$ cat src/assert_macros.svh
// ---------------------------------------------------------------------------
// assert_macros: assertion helpers for the servo slew watchdog
// properties are clocked on the rising edge and off while reset is low
// ---------------------------------------------------------------------------
`ifndef ASSERT_MACROS_SVH
`define ASSERT_MACROS_SVH
`ifndef SYNTHESIS
// property must hold at every edge out of reset
`define SVW_ASSERT(name, clk, rstn, prop) \
  name: assert property (@(posedge clk) disable iff (!rstn) prop) \
    else $error("svw assertion failed");
// condition must never be seen out of reset
`define SVW_ASSERT_NEVER(name, clk, rstn, cond) \
  name: assert property (@(posedge clk) disable iff (!rstn) !(cond)) \
    else $error("svw forbidden condition seen");
`else
`define SVW_ASSERT(name, clk, rstn, prop)
`define SVW_ASSERT_NEVER(name, clk, rstn, cond)
`endif
`endif

$ cat src/svw_pkg.sv
// ---------------------------------------------------------------------------
// svw_pkg: shared types and constants
// frame geometry, field widths, codes and configuration reset values
// ---------------------------------------------------------------------------
package svw_pkg;

  localparam int CHANNELS   = 18;
  localparam int FRAC_BITS  = 4;
  localparam int PULSE_W    = 16;
  localparam int PULSE_Q_W  = PULSE_W + FRAC_BITS;
  localparam int FRAME_LEN  = 2 + 2 * CHANNELS;
  localparam int FILL_W     = $clog2(FRAME_LEN + 1);
  localparam int PTR_W      = $clog2(FRAME_LEN);
  localparam int CH_IDX_W   = (CHANNELS > 1) ? $clog2(CHANNELS) : 1;

  // fixed field widths
  localparam int STEP_W     = 20;
  localparam int OUT_PQ_W   = 20;
  localparam int OUT_CH_W   = 5;
  localparam int IDLE_W     = 16;
  localparam int PERIOD_W   = 8;
  localparam int CFG_IDX_W  = 8;
  localparam int CFG_DATA_W = 20;

  localparam logic [7:0] START_BYTE = 8'hA5;

  // result kinds
  localparam logic [1:0] KIND_BYTE  = 2'd0;
  localparam logic [1:0] KIND_PULSE = 2'd1;
  localparam logic [1:0] KIND_TICK  = 2'd2;

  // frame events
  localparam logic [1:0] EV_NONE = 2'd0;
  localparam logic [1:0] EV_OK   = 2'd1;
  localparam logic [1:0] EV_BAD  = 2'd2;

  // commands
  localparam logic CMD_BYTE = 1'b0;
  localparam logic CMD_TICK = 1'b1;

  // register indexes
  localparam logic [CFG_IDX_W-1:0] REG_STEP_LIM = 8'd0;
  localparam logic [CFG_IDX_W-1:0] REG_MID      = 8'd1;
  localparam logic [CFG_IDX_W-1:0] REG_WATCHDOG = 8'd2;
  localparam logic [CFG_IDX_W-1:0] REG_PERIOD   = 8'd3;

  // reset values
  localparam logic [STEP_W-1:0]   RST_STEP_LIM = 20'd272;
  localparam logic [PULSE_W-1:0]  RST_MID      = 16'd1500;
  localparam logic [IDLE_W-1:0]   RST_WATCHDOG = 16'd500;
  localparam logic [PERIOD_W-1:0] RST_PERIOD   = 8'd5;

  typedef struct packed {
    logic              is_tick;
    logic              is_start;
    logic [7:0]        data;
  } item_t;

  typedef struct packed {
    logic [STEP_W-1:0]   step_lim;
    logic [PULSE_W-1:0]  mid_pulse;
    logic [IDLE_W-1:0]   watchdog;
    logic [PERIOD_W-1:0] period;
  } cfg_t;

  typedef struct packed {
    logic [1:0]          kind;
    logic [OUT_CH_W-1:0] channel;
    logic [OUT_PQ_W-1:0] pulse_q;
    logic [1:0]          frame_event;
    logic                armed;
    logic                disable_now;
    logic                last;
  } result_t;

endpackage

$ cat src/svw_in_if.sv
// ---------------------------------------------------------------------------
// svw_in_if: request channel into the watchdog
// one received byte or one millisecond tick per request
// ---------------------------------------------------------------------------
interface svw_in_if;
  logic       valid;
  logic       ready;
  logic       command;
  logic [7:0] rx_byte;

  modport source (output valid, command, rx_byte, input ready);
  modport sink   (input valid, command, rx_byte, output ready);
endinterface

$ cat src/svw_out_if.sv
// ---------------------------------------------------------------------------
// svw_out_if: result channel out of the watchdog
// byte status, pulse updates and tick status
// ---------------------------------------------------------------------------
interface svw_out_if;
  logic        valid;
  logic        ready;
  logic [1:0]  kind;
  logic [4:0]  channel;
  logic [19:0] pulse_q;
  logic [1:0]  frame_event;
  logic        armed;
  logic        disable_now;
  logic        last;

  modport source (output valid, kind, channel, pulse_q, frame_event, armed,
                  disable_now, last, input ready);
  modport sink   (input valid, kind, channel, pulse_q, frame_event, armed,
                  disable_now, last, output ready);
endinterface

$ cat src/svw_cfg_if.sv
// ---------------------------------------------------------------------------
// svw_cfg_if: register write channel
// register index and write data per request
// ---------------------------------------------------------------------------
interface svw_cfg_if;
  logic        valid;
  logic        ready;
  logic [7:0]  index;
  logic [19:0] data;

  modport source (output valid, index, data, input ready);
  modport sink   (input valid, index, data, output ready);
endinterface

$ cat src/svw_ram.sv
// ---------------------------------------------------------------------------
// svw_ram: generic simple dual-port ram
// one write port, one read port with registered read data
// ---------------------------------------------------------------------------
module svw_ram #(
  parameter int WIDTH = 8,
  parameter int DEPTH = 38
) (
  input  logic                     clk_i,
  input  logic                     we_i,
  input  logic [$clog2(DEPTH)-1:0] waddr_i,
  input  logic [WIDTH-1:0]         wdata_i,
  input  logic [$clog2(DEPTH)-1:0] raddr_i,
  output logic [WIDTH-1:0]         rdata_o
);

  logic [WIDTH-1:0] mem_q [DEPTH];

  always_ff @(posedge clk_i) begin
    if (we_i) begin
      mem_q[waddr_i] <= wdata_i;
    end
    rdata_o <= mem_q[raddr_i];
  end

endmodule

$ cat src/svw_front.sv
// ---------------------------------------------------------------------------
// svw_front: request intake
// classifies requests and holds them in a two-entry queue for the back end
// ---------------------------------------------------------------------------
module svw_front (
  input  logic           clk_i,
  input  logic           rst_ni,
  svw_in_if.sink         in_i,
  output logic           item_valid_o,
  output svw_pkg::item_t item_o,
  input  logic           item_pop_i
);

  svw_pkg::item_t q_q [2];
  logic       wr_ptr_q, wr_ptr_d;
  logic       rd_ptr_q, rd_ptr_d;
  logic [1:0] count_q, count_d;
  logic       push, pop;
  svw_pkg::item_t new_item;

  assign in_i.ready   = (count_q != 2'd2);
  assign push         = in_i.valid && in_i.ready;
  assign item_valid_o = (count_q != 2'd0);
  assign pop          = item_pop_i && item_valid_o;
  assign item_o       = q_q[rd_ptr_q];

  always_comb begin
    new_item.is_tick  = (in_i.command == svw_pkg::CMD_TICK);
    new_item.is_start = (in_i.rx_byte == svw_pkg::START_BYTE);
    new_item.data     = in_i.rx_byte;
    wr_ptr_d = push ? ~wr_ptr_q : wr_ptr_q;
    rd_ptr_d = pop ? ~rd_ptr_q : rd_ptr_q;
    count_d  = count_q + {1'b0, push} - {1'b0, pop};
  end

  always_ff @(posedge clk_i or negedge rst_ni) begin
    if (!rst_ni) begin
      wr_ptr_q <= 1'b0;
      rd_ptr_q <= 1'b0;
      count_q  <= 2'd0;
    end else begin
      wr_ptr_q <= wr_ptr_d;
      rd_ptr_q <= rd_ptr_d;
      count_q  <= count_d;
    end
  end

  always_ff @(posedge clk_i) begin
    if (push) begin
      q_q[wr_ptr_q] <= new_item;
    end
  end

endmodule

$ cat src/svw_back.sv
// ---------------------------------------------------------------------------
// svw_back: frame engine, watchdog and slew sweep
// runs queued requests one at a time and drives the result register
// ---------------------------------------------------------------------------
`include "assert_macros.svh"

module svw_back (
  input  logic           clk_i,
  input  logic           rst_ni,
  input  logic           item_valid_i,
  input  svw_pkg::item_t item_i,
  output logic           item_pop_o,
  input  svw_pkg::cfg_t  cfg_i,
  svw_out_if.source      out_o
);

  localparam int SW = (svw_pkg::PULSE_Q_W > svw_pkg::STEP_W) ?
                      svw_pkg::PULSE_Q_W : svw_pkg::STEP_W;

  localparam logic [3:0] S_IDLE    = 4'd0;
  localparam logic [3:0] S_SUM_RD  = 4'd1;
  localparam logic [3:0] S_SUM_CK  = 4'd2;
  localparam logic [3:0] S_LOAD_RD = 4'd3;
  localparam logic [3:0] S_LOAD_CK = 4'd4;
  localparam logic [3:0] S_SCAN_RD = 4'd5;
  localparam logic [3:0] S_SCAN_CK = 4'd6;
  localparam logic [3:0] S_EMIT    = 4'd7;
  localparam logic [3:0] S_SLEW    = 4'd8;

  function automatic logic [svw_pkg::PTR_W-1:0] wrap_add(
    input logic [svw_pkg::PTR_W-1:0]  base,
    input logic [svw_pkg::FILL_W-1:0] off
  );
    logic [svw_pkg::FILL_W:0] s;
    s = (svw_pkg::FILL_W+1)'(base) + (svw_pkg::FILL_W+1)'(off);
    if (s >= (svw_pkg::FILL_W+1)'(svw_pkg::FRAME_LEN)) begin
      s = s - (svw_pkg::FILL_W+1)'(svw_pkg::FRAME_LEN);
    end
    return svw_pkg::PTR_W'(s);
  endfunction

  logic [3:0]                    state_q, state_d;
  logic [svw_pkg::PTR_W-1:0]     head_q, head_d;
  logic [svw_pkg::FILL_W-1:0]    fill_q, fill_d;
  logic [svw_pkg::FILL_W-1:0]    idx_q, idx_d;
  logic [svw_pkg::CH_IDX_W-1:0]  ch_q, ch_d;
  logic [7:0]                    sum_q, sum_d;
  logic [7:0]                    chk_q, chk_d;
  logic [7:0]                    lo_q, lo_d;
  logic [1:0]                    ev_q, ev_d;
  logic                          armed_q, armed_d;
  logic [svw_pkg::IDLE_W-1:0]    idle_q, idle_d;
  logic [svw_pkg::PERIOD_W-1:0]  slew_q, slew_d;
  logic [svw_pkg::PULSE_W-1:0]   target_q [svw_pkg::CHANNELS];
  logic [svw_pkg::PULSE_Q_W-1:0] current_q [svw_pkg::CHANNELS];
  logic                          out_valid_q, out_valid_d;
  svw_pkg::result_t              res_q, res_d;

  logic                          out_free;
  logic                          we;
  logic [svw_pkg::PTR_W-1:0]     waddr, raddr;
  logic [7:0]                    rdata;
  logic [svw_pkg::FILL_W-1:0]    fill_inc;
  logic [svw_pkg::IDLE_W-1:0]    idle_inc;
  logic                          dis;
  logic                          arm_n;
  logic [svw_pkg::PERIOD_W-1:0]  st_inc, period;
  logic                          fire;
  logic                          seed_all, load_tgt, slew_wr;
  logic [SW-1:0]                 tq, cq, step, diff, cq_new;

  svw_ram #(.WIDTH(8), .DEPTH(svw_pkg::FRAME_LEN)) u_buf (
    .clk_i   (clk_i),
    .we_i    (we),
    .waddr_i (waddr),
    .wdata_i (item_i.data),
    .raddr_i (raddr),
    .rdata_o (rdata)
  );

  assign out_free = !out_valid_q || out_o.ready;
  assign waddr    = wrap_add(head_q, fill_q);
  assign fill_inc = fill_q + 1'b1;

  // watchdog and slew period for a tick
  always_comb begin
    idle_inc = (idle_q == '1) ? idle_q : idle_q + 1'b1;
    dis      = armed_q && (idle_inc > cfg_i.watchdog);
    arm_n    = armed_q && !dis;
    st_inc   = slew_q + 1'b1;
    period   = (cfg_i.period == '0) ? svw_pkg::PERIOD_W'(1) : cfg_i.period;
    fire     = arm_n && (st_inc >= period);
  end

  // one channel step toward its target
  always_comb begin
    tq   = SW'(svw_pkg::PULSE_Q_W'(target_q[ch_q]) << svw_pkg::FRAC_BITS);
    cq   = SW'(current_q[ch_q]);
    step = SW'(cfg_i.step_lim);
    if (tq > cq) begin
      diff   = tq - cq;
      cq_new = (diff > step) ? cq + step : tq;
    end else begin
      diff   = cq - tq;
      cq_new = (diff > step) ? cq - step : tq;
    end
  end

  always_comb begin
    state_d     = state_q;
    head_d      = head_q;
    fill_d      = fill_q;
    idx_d       = idx_q;
    ch_d        = ch_q;
    sum_d       = sum_q;
    chk_d       = chk_q;
    lo_d        = lo_q;
    ev_d        = ev_q;
    armed_d     = armed_q;
    idle_d      = idle_q;
    slew_d      = slew_q;
    out_valid_d = out_valid_q && !out_o.ready;
    res_d       = res_q;
    item_pop_o  = 1'b0;
    we          = 1'b0;
    raddr       = head_q;
    seed_all    = 1'b0;
    load_tgt    = 1'b0;
    slew_wr     = 1'b0;

    case (state_q)
      S_IDLE: begin
        if (item_valid_i && out_free) begin
          item_pop_o = 1'b1;
          if (item_i.is_tick) begin
            idle_d  = idle_inc;
            armed_d = arm_n;
            if (arm_n) begin
              slew_d = fire ? '0 : st_inc;
            end
            if (fire) begin
              ch_d    = '0;
              state_d = S_SLEW;
            end else begin
              out_valid_d       = 1'b1;
              res_d             = '0;
              res_d.kind        = svw_pkg::KIND_TICK;
              res_d.armed       = arm_n;
              res_d.disable_now = dis;
              res_d.last        = 1'b1;
            end
          end else if (fill_q == '0 && !item_i.is_start) begin
            out_valid_d       = 1'b1;
            res_d             = '0;
            res_d.kind        = svw_pkg::KIND_BYTE;
            res_d.frame_event = svw_pkg::EV_NONE;
            res_d.armed       = armed_q;
            res_d.last        = 1'b1;
          end else begin
            we     = 1'b1;
            fill_d = fill_inc;
            if (fill_inc < svw_pkg::FILL_W'(svw_pkg::FRAME_LEN)) begin
              out_valid_d       = 1'b1;
              res_d             = '0;
              res_d.kind        = svw_pkg::KIND_BYTE;
              res_d.frame_event = svw_pkg::EV_NONE;
              res_d.armed       = armed_q;
              res_d.last        = 1'b1;
            end else begin
              chk_d   = item_i.data;
              sum_d   = '0;
              idx_d   = '0;
              state_d = S_SUM_RD;
            end
          end
        end
      end
      S_SUM_RD: begin
        raddr   = wrap_add(head_q, idx_q);
        state_d = S_SUM_CK;
      end
      S_SUM_CK: begin
        sum_d = sum_q ^ rdata;
        if (idx_q == svw_pkg::FILL_W'(svw_pkg::FRAME_LEN - 2)) begin
          if ((sum_q ^ rdata) == chk_q) begin
            if (armed_q) begin
              idx_d   = svw_pkg::FILL_W'(1);
              ch_d    = '0;
              state_d = S_LOAD_RD;
            end else begin
              seed_all = 1'b1;
              armed_d  = 1'b1;
              slew_d   = '0;
              fill_d   = '0;
              head_d   = '0;
              idle_d   = '0;
              ev_d     = svw_pkg::EV_OK;
              state_d  = S_EMIT;
            end
          end else begin
            head_d  = wrap_add(head_q, svw_pkg::FILL_W'(1));
            fill_d  = svw_pkg::FILL_W'(svw_pkg::FRAME_LEN - 1);
            ev_d    = svw_pkg::EV_BAD;
            state_d = S_SCAN_RD;
          end
        end else begin
          idx_d   = idx_q + 1'b1;
          state_d = S_SUM_RD;
        end
      end
      S_LOAD_RD: begin
        raddr   = wrap_add(head_q, idx_q);
        state_d = S_LOAD_CK;
      end
      S_LOAD_CK: begin
        if (idx_q[0]) begin
          lo_d    = rdata;
          idx_d   = idx_q + 1'b1;
          state_d = S_LOAD_RD;
        end else begin
          load_tgt = 1'b1;
          ch_d     = ch_q + 1'b1;
          idx_d    = idx_q + 1'b1;
          if (ch_q == svw_pkg::CH_IDX_W'(svw_pkg::CHANNELS - 1)) begin
            fill_d  = '0;
            head_d  = '0;
            idle_d  = '0;
            ev_d    = svw_pkg::EV_OK;
            state_d = S_EMIT;
          end else begin
            state_d = S_LOAD_RD;
          end
        end
      end
      S_SCAN_RD: begin
        raddr   = head_q;
        state_d = (fill_q == '0) ? S_EMIT : S_SCAN_CK;
      end
      S_SCAN_CK: begin
        if (rdata == svw_pkg::START_BYTE) begin
          state_d = S_EMIT;
        end else begin
          head_d  = wrap_add(head_q, svw_pkg::FILL_W'(1));
          fill_d  = fill_q - 1'b1;
          state_d = S_SCAN_RD;
        end
      end
      S_EMIT: begin
        if (out_free) begin
          out_valid_d       = 1'b1;
          res_d             = '0;
          res_d.kind        = svw_pkg::KIND_BYTE;
          res_d.frame_event = ev_q;
          res_d.armed       = armed_q;
          res_d.last        = 1'b1;
          state_d           = S_IDLE;
        end
      end
      S_SLEW: begin
        if (out_free) begin
          slew_wr       = 1'b1;
          out_valid_d   = 1'b1;
          res_d         = '0;
          res_d.kind    = svw_pkg::KIND_PULSE;
          res_d.channel = svw_pkg::OUT_CH_W'(ch_q);
          res_d.pulse_q = svw_pkg::OUT_PQ_W'(cq_new);
          res_d.armed   = armed_q;
          ch_d          = ch_q + 1'b1;
          if (ch_q == svw_pkg::CH_IDX_W'(svw_pkg::CHANNELS - 1)) begin
            res_d.last = 1'b1;
            state_d    = S_IDLE;
          end
        end
      end
      default: begin
        state_d = S_IDLE;
      end
    endcase
  end

  always_ff @(posedge clk_i or negedge rst_ni) begin
    if (!rst_ni) begin
      state_q     <= S_IDLE;
      head_q      <= '0;
      fill_q      <= '0;
      idx_q       <= '0;
      ch_q        <= '0;
      ev_q        <= svw_pkg::EV_NONE;
      armed_q     <= 1'b1;
      idle_q      <= '0;
      slew_q      <= '0;
      out_valid_q <= 1'b0;
      for (int i = 0; i < svw_pkg::CHANNELS; i++) begin
        target_q[i]  <= svw_pkg::RST_MID;
        current_q[i] <= svw_pkg::PULSE_Q_W'(svw_pkg::RST_MID) << svw_pkg::FRAC_BITS;
      end
    end else begin
      state_q     <= state_d;
      head_q      <= head_d;
      fill_q      <= fill_d;
      idx_q       <= idx_d;
      ch_q        <= ch_d;
      ev_q        <= ev_d;
      armed_q     <= armed_d;
      idle_q      <= idle_d;
      slew_q      <= slew_d;
      out_valid_q <= out_valid_d;
      if (seed_all) begin
        for (int i = 0; i < svw_pkg::CHANNELS; i++) begin
          target_q[i]  <= cfg_i.mid_pulse;
          current_q[i] <= svw_pkg::PULSE_Q_W'(cfg_i.mid_pulse) << svw_pkg::FRAC_BITS;
        end
      end
      if (load_tgt) begin
        target_q[ch_q] <= {rdata, lo_q};
      end
      if (slew_wr) begin
        current_q[ch_q] <= svw_pkg::PULSE_Q_W'(cq_new);
      end
    end
  end

  always_ff @(posedge clk_i) begin
    sum_q <= sum_d;
    chk_q <= chk_d;
    lo_q  <= lo_d;
    res_q <= res_d;
  end

  assign out_o.valid       = out_valid_q;
  assign out_o.kind        = res_q.kind;
  assign out_o.channel     = res_q.channel;
  assign out_o.pulse_q     = res_q.pulse_q;
  assign out_o.frame_event = res_q.frame_event;
  assign out_o.armed       = res_q.armed;
  assign out_o.disable_now = res_q.disable_now;
  assign out_o.last        = res_q.last;

  `SVW_ASSERT_NEVER(a_fill_range, clk_i, rst_ni, fill_q > svw_pkg::FILL_W'(svw_pkg::FRAME_LEN))
  `SVW_ASSERT_NEVER(a_head_range, clk_i, rst_ni, head_q >= svw_pkg::PTR_W'(svw_pkg::FRAME_LEN))
  `SVW_ASSERT(a_disarm_on_tick, clk_i, rst_ni,
              $fell(armed_q) |-> $past(state_q == S_IDLE && item_pop_o && item_i.is_tick))
  `SVW_ASSERT(a_slew_armed, clk_i, rst_ni, (state_q == S_SLEW) |-> armed_q)

endmodule

$ cat src/servo_frame_slew_watchdog.sv
// ---------------------------------------------------------------------------
// servo_frame_slew_watchdog: framed servo command receiver with slew limit
// frames of start byte, little-endian pulse widths and xor checksum set the
// targets; a millisecond watchdog disarms; each slew period steps all channels
// ---------------------------------------------------------------------------
//  port    | direction | carries
//  in_i    | sink      | command (byte or tick), rx_byte
//  cfg_i   | sink      | register index, write data (always ready)
//  out_o   | source    | kind, channel, pulse_q, frame_event, armed,
//          |           | disable_now, last
//
//  an ordinary byte or a plain tick is handled in the idle state alone; a
//  slew tick then steps the channels, one pulse result per cycle while
//  out_o is ready; a byte that completes a frame re-reads the buffer over
//  its single read port, a read and a check state per byte, to sum the frame
//  and, if armed, load the targets; a bad checksum starts a rescan for the
//  next start byte; a two-entry request queue decouples intake from the
//  engine; the result register stalls the engine only while out_o is not
//  ready; reset is asynchronous, active low; no clearing pass is needed
// ---------------------------------------------------------------------------
module servo_frame_slew_watchdog (
  input  logic      clk_i,
  input  logic      rst_ni,
  svw_in_if.sink    in_i,
  svw_cfg_if.sink   cfg_i,
  svw_out_if.source out_o
);

  logic           item_valid;
  svw_pkg::item_t item;
  logic           item_pop;
  svw_pkg::cfg_t  cfg_q, cfg_d;

  // register writes are always accepted
  assign cfg_i.ready = 1'b1;

  always_comb begin
    cfg_d = cfg_q;
    if (cfg_i.valid) begin
      case (cfg_i.index)
        svw_pkg::REG_STEP_LIM: cfg_d.step_lim  = svw_pkg::STEP_W'(cfg_i.data);
        svw_pkg::REG_MID:      cfg_d.mid_pulse = svw_pkg::PULSE_W'(cfg_i.data);
        svw_pkg::REG_WATCHDOG: cfg_d.watchdog  = svw_pkg::IDLE_W'(cfg_i.data);
        svw_pkg::REG_PERIOD:   cfg_d.period    = svw_pkg::PERIOD_W'(cfg_i.data);
        default:               cfg_d = cfg_q; // unknown index ignored
      endcase
    end
  end

  always_ff @(posedge clk_i or negedge rst_ni) begin
    if (!rst_ni) begin
      cfg_q.step_lim  <= svw_pkg::RST_STEP_LIM;
      cfg_q.mid_pulse <= svw_pkg::RST_MID;
      cfg_q.watchdog  <= svw_pkg::RST_WATCHDOG;
      cfg_q.period    <= svw_pkg::RST_PERIOD;
    end else begin
      cfg_q <= cfg_d;
    end
  end

  // intake and classification
  svw_front u_front (
    .clk_i        (clk_i),
    .rst_ni       (rst_ni),
    .in_i         (in_i),
    .item_valid_o (item_valid),
    .item_o       (item),
    .item_pop_i   (item_pop)
  );

  // frame check, watchdog and slew sweep
  svw_back u_back (
    .clk_i        (clk_i),
    .rst_ni       (rst_ni),
    .item_valid_i (item_valid),
    .item_i       (item),
    .item_pop_o   (item_pop),
    .cfg_i        (cfg_q),
    .out_o        (out_o)
  );

endmodule
$ cat src/flat_wrapper.sv
// flat-port wrapper written by rule: the top's interface ports become plain ports
module servo_frame_slew_watchdog_flat 
  (clk_i, rst_ni, in_i_valid, in_i_command, in_i_rx_byte, in_i_ready, cfg_i_valid, cfg_i_index, cfg_i_data, cfg_i_ready, out_o_valid, out_o_kind, out_o_channel, out_o_pulse_q, out_o_frame_event, out_o_armed, out_o_disable_now, out_o_last, out_o_ready);
  svw_in_if in_i_i ();
  svw_cfg_if cfg_i_i ();
  svw_out_if out_o_i ();
  input  logic clk_i;
  input  logic rst_ni;
  input wire logic [$bits(in_i_i.valid)-1:0] in_i_valid;
  input wire logic [$bits(in_i_i.command)-1:0] in_i_command;
  input wire logic [$bits(in_i_i.rx_byte)-1:0] in_i_rx_byte;
  output wire logic [$bits(in_i_i.ready)-1:0] in_i_ready;
  input wire logic [$bits(cfg_i_i.valid)-1:0] cfg_i_valid;
  input wire logic [$bits(cfg_i_i.index)-1:0] cfg_i_index;
  input wire logic [$bits(cfg_i_i.data)-1:0] cfg_i_data;
  output wire logic [$bits(cfg_i_i.ready)-1:0] cfg_i_ready;
  output wire logic [$bits(out_o_i.valid)-1:0] out_o_valid;
  output wire logic [$bits(out_o_i.kind)-1:0] out_o_kind;
  output wire logic [$bits(out_o_i.channel)-1:0] out_o_channel;
  output wire logic [$bits(out_o_i.pulse_q)-1:0] out_o_pulse_q;
  output wire logic [$bits(out_o_i.frame_event)-1:0] out_o_frame_event;
  output wire logic [$bits(out_o_i.armed)-1:0] out_o_armed;
  output wire logic [$bits(out_o_i.disable_now)-1:0] out_o_disable_now;
  output wire logic [$bits(out_o_i.last)-1:0] out_o_last;
  input wire logic [$bits(out_o_i.ready)-1:0] out_o_ready;
  assign in_i_i.valid = in_i_valid;
  assign in_i_i.command = in_i_command;
  assign in_i_i.rx_byte = in_i_rx_byte;
  assign in_i_ready = in_i_i.ready;
  assign cfg_i_i.valid = cfg_i_valid;
  assign cfg_i_i.index = cfg_i_index;
  assign cfg_i_i.data = cfg_i_data;
  assign cfg_i_ready = cfg_i_i.ready;
  assign out_o_valid = out_o_i.valid;
  assign out_o_kind = out_o_i.kind;
  assign out_o_channel = out_o_i.channel;
  assign out_o_pulse_q = out_o_i.pulse_q;
  assign out_o_frame_event = out_o_i.frame_event;
  assign out_o_armed = out_o_i.armed;
  assign out_o_disable_now = out_o_i.disable_now;
  assign out_o_last = out_o_i.last;
  assign out_o_i.ready = out_o_ready;
  servo_frame_slew_watchdog u_core (.clk_i(clk_i), .rst_ni(rst_ni), .in_i(in_i_i), .cfg_i(cfg_i_i), .out_o(out_o_i));
endmodule
$ cat config.mk
export PLATFORM = sky130hd
export DESIGN_NAME = servo_frame_slew_watchdog_flat
export DESIGN_NICKNAME = d
export VERILOG_FILES = /design/src/svw_pkg.sv /design/src/svw_in_if.sv /design/src/svw_out_if.sv /design/src/svw_cfg_if.sv /design/src/svw_ram.sv /design/src/svw_front.sv /design/src/svw_back.sv /design/src/servo_frame_slew_watchdog.sv /design/src/flat_wrapper.sv
export VERILOG_INCLUDE_DIRS = /design/src /design/src/src
export SDC_FILE = /design/constraint.sdc
export NUM_CORES = 2
export LEC_CHECK = 0
export ABC_AREA = 0
export BUFFER_PORTS_ARGS = -buffer_cell sky130_fd_sc_hd__buf_2
export CORE_MARGIN = 4
export CORE_UTILIZATION = 46
export CTS_BUF_LIST = sky130_fd_sc_hd__clkbuf_8 sky130_fd_sc_hd__clkbuf_16
export DETAILED_ROUTE_END_ITERATION = 8
export PLACE_DENSITY_LB_ADDON = 0.08
export SYNTH_ARGS = -nofsm -noshare
export SYNTH_HDL_FRONTEND = slang
export SYNTH_SLANG_ARGS = --single-unit
$ cat constraint.sdc
create_clock -name clk_i -period 9.1 [get_ports clk_i]
set_clock_uncertainty 0.15 [all_clocks]
set_input_delay 1.82 -clock clk_i [delete_from_list [all_inputs] [get_ports clk_i]]
set_output_delay 1.82 -clock clk_i [all_outputs]
set_load 0.05 [all_outputs]
==> results.json <==
{
  "status": "finished, final reports clean",
  "crit_top_cell": "a21oi_1",
  "required_ps": 9640,
  "yosys-top-cells-area": "dfrtp_1, edfxtp_1, dfstp_2",
  "grt_usage": 0.275,
  "p_leak_nw": 26.6,
  "pin_count": 77,
  "synth_area_mm2": 0.0590,
  "ys_seq_area_frac": 0.527,
  "cts_resized": 0,
  "synthFlopType": "dfrtp_1",
  "cts_tree": "built",
  "synth.distinct_cells": 99,
  "layout.nets": 5492,
  "critPathSlowestCell": "dfrtp_4",
  "first_global_vias": 42045,
  "post_dp_cell_area_mm2": 0.0612,
  "dr.pass1.iters": 6,
  "wl_per_cell_um": 26.5,
  "critPathArrivalTime_ps": 8850,
  "yosysTopAreaCell": "dfrtp_1",
  "ant_nets": 0,
  "timing.critical_path.to_type": "flop",
  "dieWidth_um": 366,
  "hold_path.startpoint": "u_core.u_back.ev_q[1]",
  "r2r_end": "u_core.u_back.current_q[68]",
  "avgSynthCellArea_um2": 10.9,
  "async_flop_share": 0.664,
  "start_util": 0.463,
  "numCtsBuffers": 133,
  "port_buffers": 75,
  "slew_headroom": 0.137,
  "rsz0062_at_grt": "false",
  "post-cts-setup-buffers": 0,
  "whs_path_depth": 1,
  "synth.top_cell.area_share": 0.211,
  "ys_seq_elements": 1155,
  "design_area_mm2": 0.0656,
  "worst_pin_slew_ps": 1290,
  "max_clock_freq_mhz": 120,
  "finalNonFillerCells": 7059,
  "crit_type": "reg -> reg",
  "gp_congestion": 0.930,
  "drive_gt1_frac": 0.198,
  "wirelength_um": 187000,
  "ys_warn_count": 0,
  "die-area_mm2": 0.134,
  "hold_path_end": "u_core.u_back.ev_q[1]",
  "path_clk_slew_ps": 60,
  "r2r_cells": 30,
  "via_per_inst": 6.15,
  "die_h_um": 366,
  "slew_viol_final": 0,
  "holdCritPathClass": "reg -> reg",
  "pre_cts_ws_ps": 897,
  "cap_violations": 0,
  "clk_latency_ps": 800,
  "worstPathMaxFanout": 31,
  "multi_input_area_mm2": 0.0257,
  "timing.hold.ws_ps": 325,
  "vias": 43411,
  "cts_max_level": 4,
  "overflow": 0,
  "p_per_area_mw_per_mm2": 290,
  "ff2ff_setup_slack_ps": 790,
  "grt_pass1_wl_um": 281000,
  "root_buffer": "clkbuf_16",
  "netlist_top_cells_count": "a21oi_1, dfrtp_1, nor2_1",
  "cts_buffer_depth": 3,
  "worstSetupStartpointType": "flop",
  "period_minus_slack_ps": 8310,
  "rows": 131,
  "cp-startpoint": "u_core.u_back.ch_q[0]",
  "cts.sinks": 1155,
  "core_area_mm2": 0.128,
  "syn_nets": 5594,
  "fill_cells": 11299,
  "drt_iter0_drc": 4356,
  "hold_viol": 0,
  "peakVddDrop_mv": 0.349,
  "seqCellArea_mm2": 0.0311,
  "synthMostInstantiatedCell": "a21oi_1",
  "hpwl_um": 122000,
  "r2r-start": "u_core.u_back.ch_q[0]",
  "tns_ps": 0,
  "netlist_instances": 5388,
  "antenna_found_initial": 0,
  "syn_to_final_growth_pct": 11.3,
  "timing.final.crit_share": 0.913,
  "setup_slack_ps": 792,
  "critPathMaxStageDelay_ps": 940,
  "cts_hold_buf": 0,
  "place_inst": 6813,
  "synth_edf_count": 380,
  "grt_max_degree": 224,
  "setup_viol": 0,
  "drc": 0
}
per-layer routing:
layer | global-route usage | routed length [µm] | vias up
met4 | 0.0899 | 6320 | 0
met5 | 0 | 0 | -
met2 | 0.446 | 89300 | 1361
met1 | 0.384 | 82200 | 21892
li1 | - | - | 19863
met3 | 0.0369 | 9490 | 295
metrics by stage:
| step | power [mW] | util |
|---|---|---|
| after floorplan | 11.2 | - |
| after detailed placement | 13.7 | 0.480 |
| final | 19.0 | 0.515 |
| after global routing | 19.9 | 0.515 |
| after CTS | 19.1 | 0.515 |
| after global placement | 13.7 | 0.480 |
critical path, delay by kind of cell (launching register included):
kind | cells | cell delay [ps]
xor+xnor | 1 | 100
flops | 1 | 940
buf+inv | 3 | 590
compound gates | 18 | 3810
fa+ha+maj | 3 | 910
simple gates | 4 | 1130
mux | 1 | 520
worst max path at each step:
stage	end	slack, ps
2_1_floorplan	u_core.u_back.out_o.pulse_q[14]	960
3_3_place_gp	u_core.u_back.current_q[68]	930
3_5_place_dp	u_core.u_back.current_q[68]	900
4_1_cts	u_core.u_back.current_q[147]	810
5_1_grt	u_core.u_back.current_q[147]	250
6_report	u_core.u_back.current_q[68]	790
layout make-up:
class | instances | area share
flip-flops and latches | 1155 | 0.474
multi-input cells | 3623 | 0.391
clock buffers | 150 | 0.0546
well taps | 1662 | 0.0317
repair buffers | 237 | 0.0276
clock inverters | 95 | 0.0126
inverters | 136 | 0.00778
diodes | 1 | 0.0000381
placed cells by master (no fill, tap or decap), drive strengths merged, types with 40 or more instances in the layout:
master	n
a211oi	311
a31oi	46
xnor2	57
nand2	278
dfstp	270
a21o	66
dfrtp	497
mux2i	95
mux2	68
clkbuf	150
buf	237
edfxtp	380
nand3	147
mux4	184
ha	159
nor2	489
o31ai	40
a21oi	957
nor3	44
o21ai	201
inv	186
state kept, by name, summed over array words and instances, names as in the netlist, 4 cells and up:
register                     count
u_core.cfg_q                    60
u_core.u_back.ch_q               5
u_core.u_back.chk_q              8
u_core.u_back.current_q        360
u_core.u_back.fill_q             6
u_core.u_back.head_q             6
u_core.u_back.idle_q            16
u_core.u_back.idx_q              6
u_core.u_back.lo_q               8
u_core.u_back.out_o.channel      5
u_core.u_back.out_o.pulse_q     20
u_core.u_back.slew_q             8
u_core.u_back.state_q            4
u_core.u_back.sum_q              8
u_core.u_back.target_q         288
u_core.u_back.u_buf.mem_q      304
u_core.u_back.u_buf.rdata_o      8
u_core.u_front.q_q              20
cells by family after synthesis:
logic type	after synthesis	share of synthesized area
buf+inv	610	0.0409
fa+ha+maj	164	0.0354
mux	347	0.0994
compound gates	1869	0.196
xor+xnor	80	0.0119
simple gates	1162	0.0890
other cells	1	0.0000636
flops	1155	0.527
power by group:
group / leakage (nW) / internal (mW) / total (mW) / switching (mW)
sequential: 13.0 / 6.11 / 6.57 / 0.465
clock: 2.32 / 3.06 / 5.37 / 2.31
combinational: 11.3 / 2.55 / 7.06 / 4.52
Power figures use the tool's default switching activity.
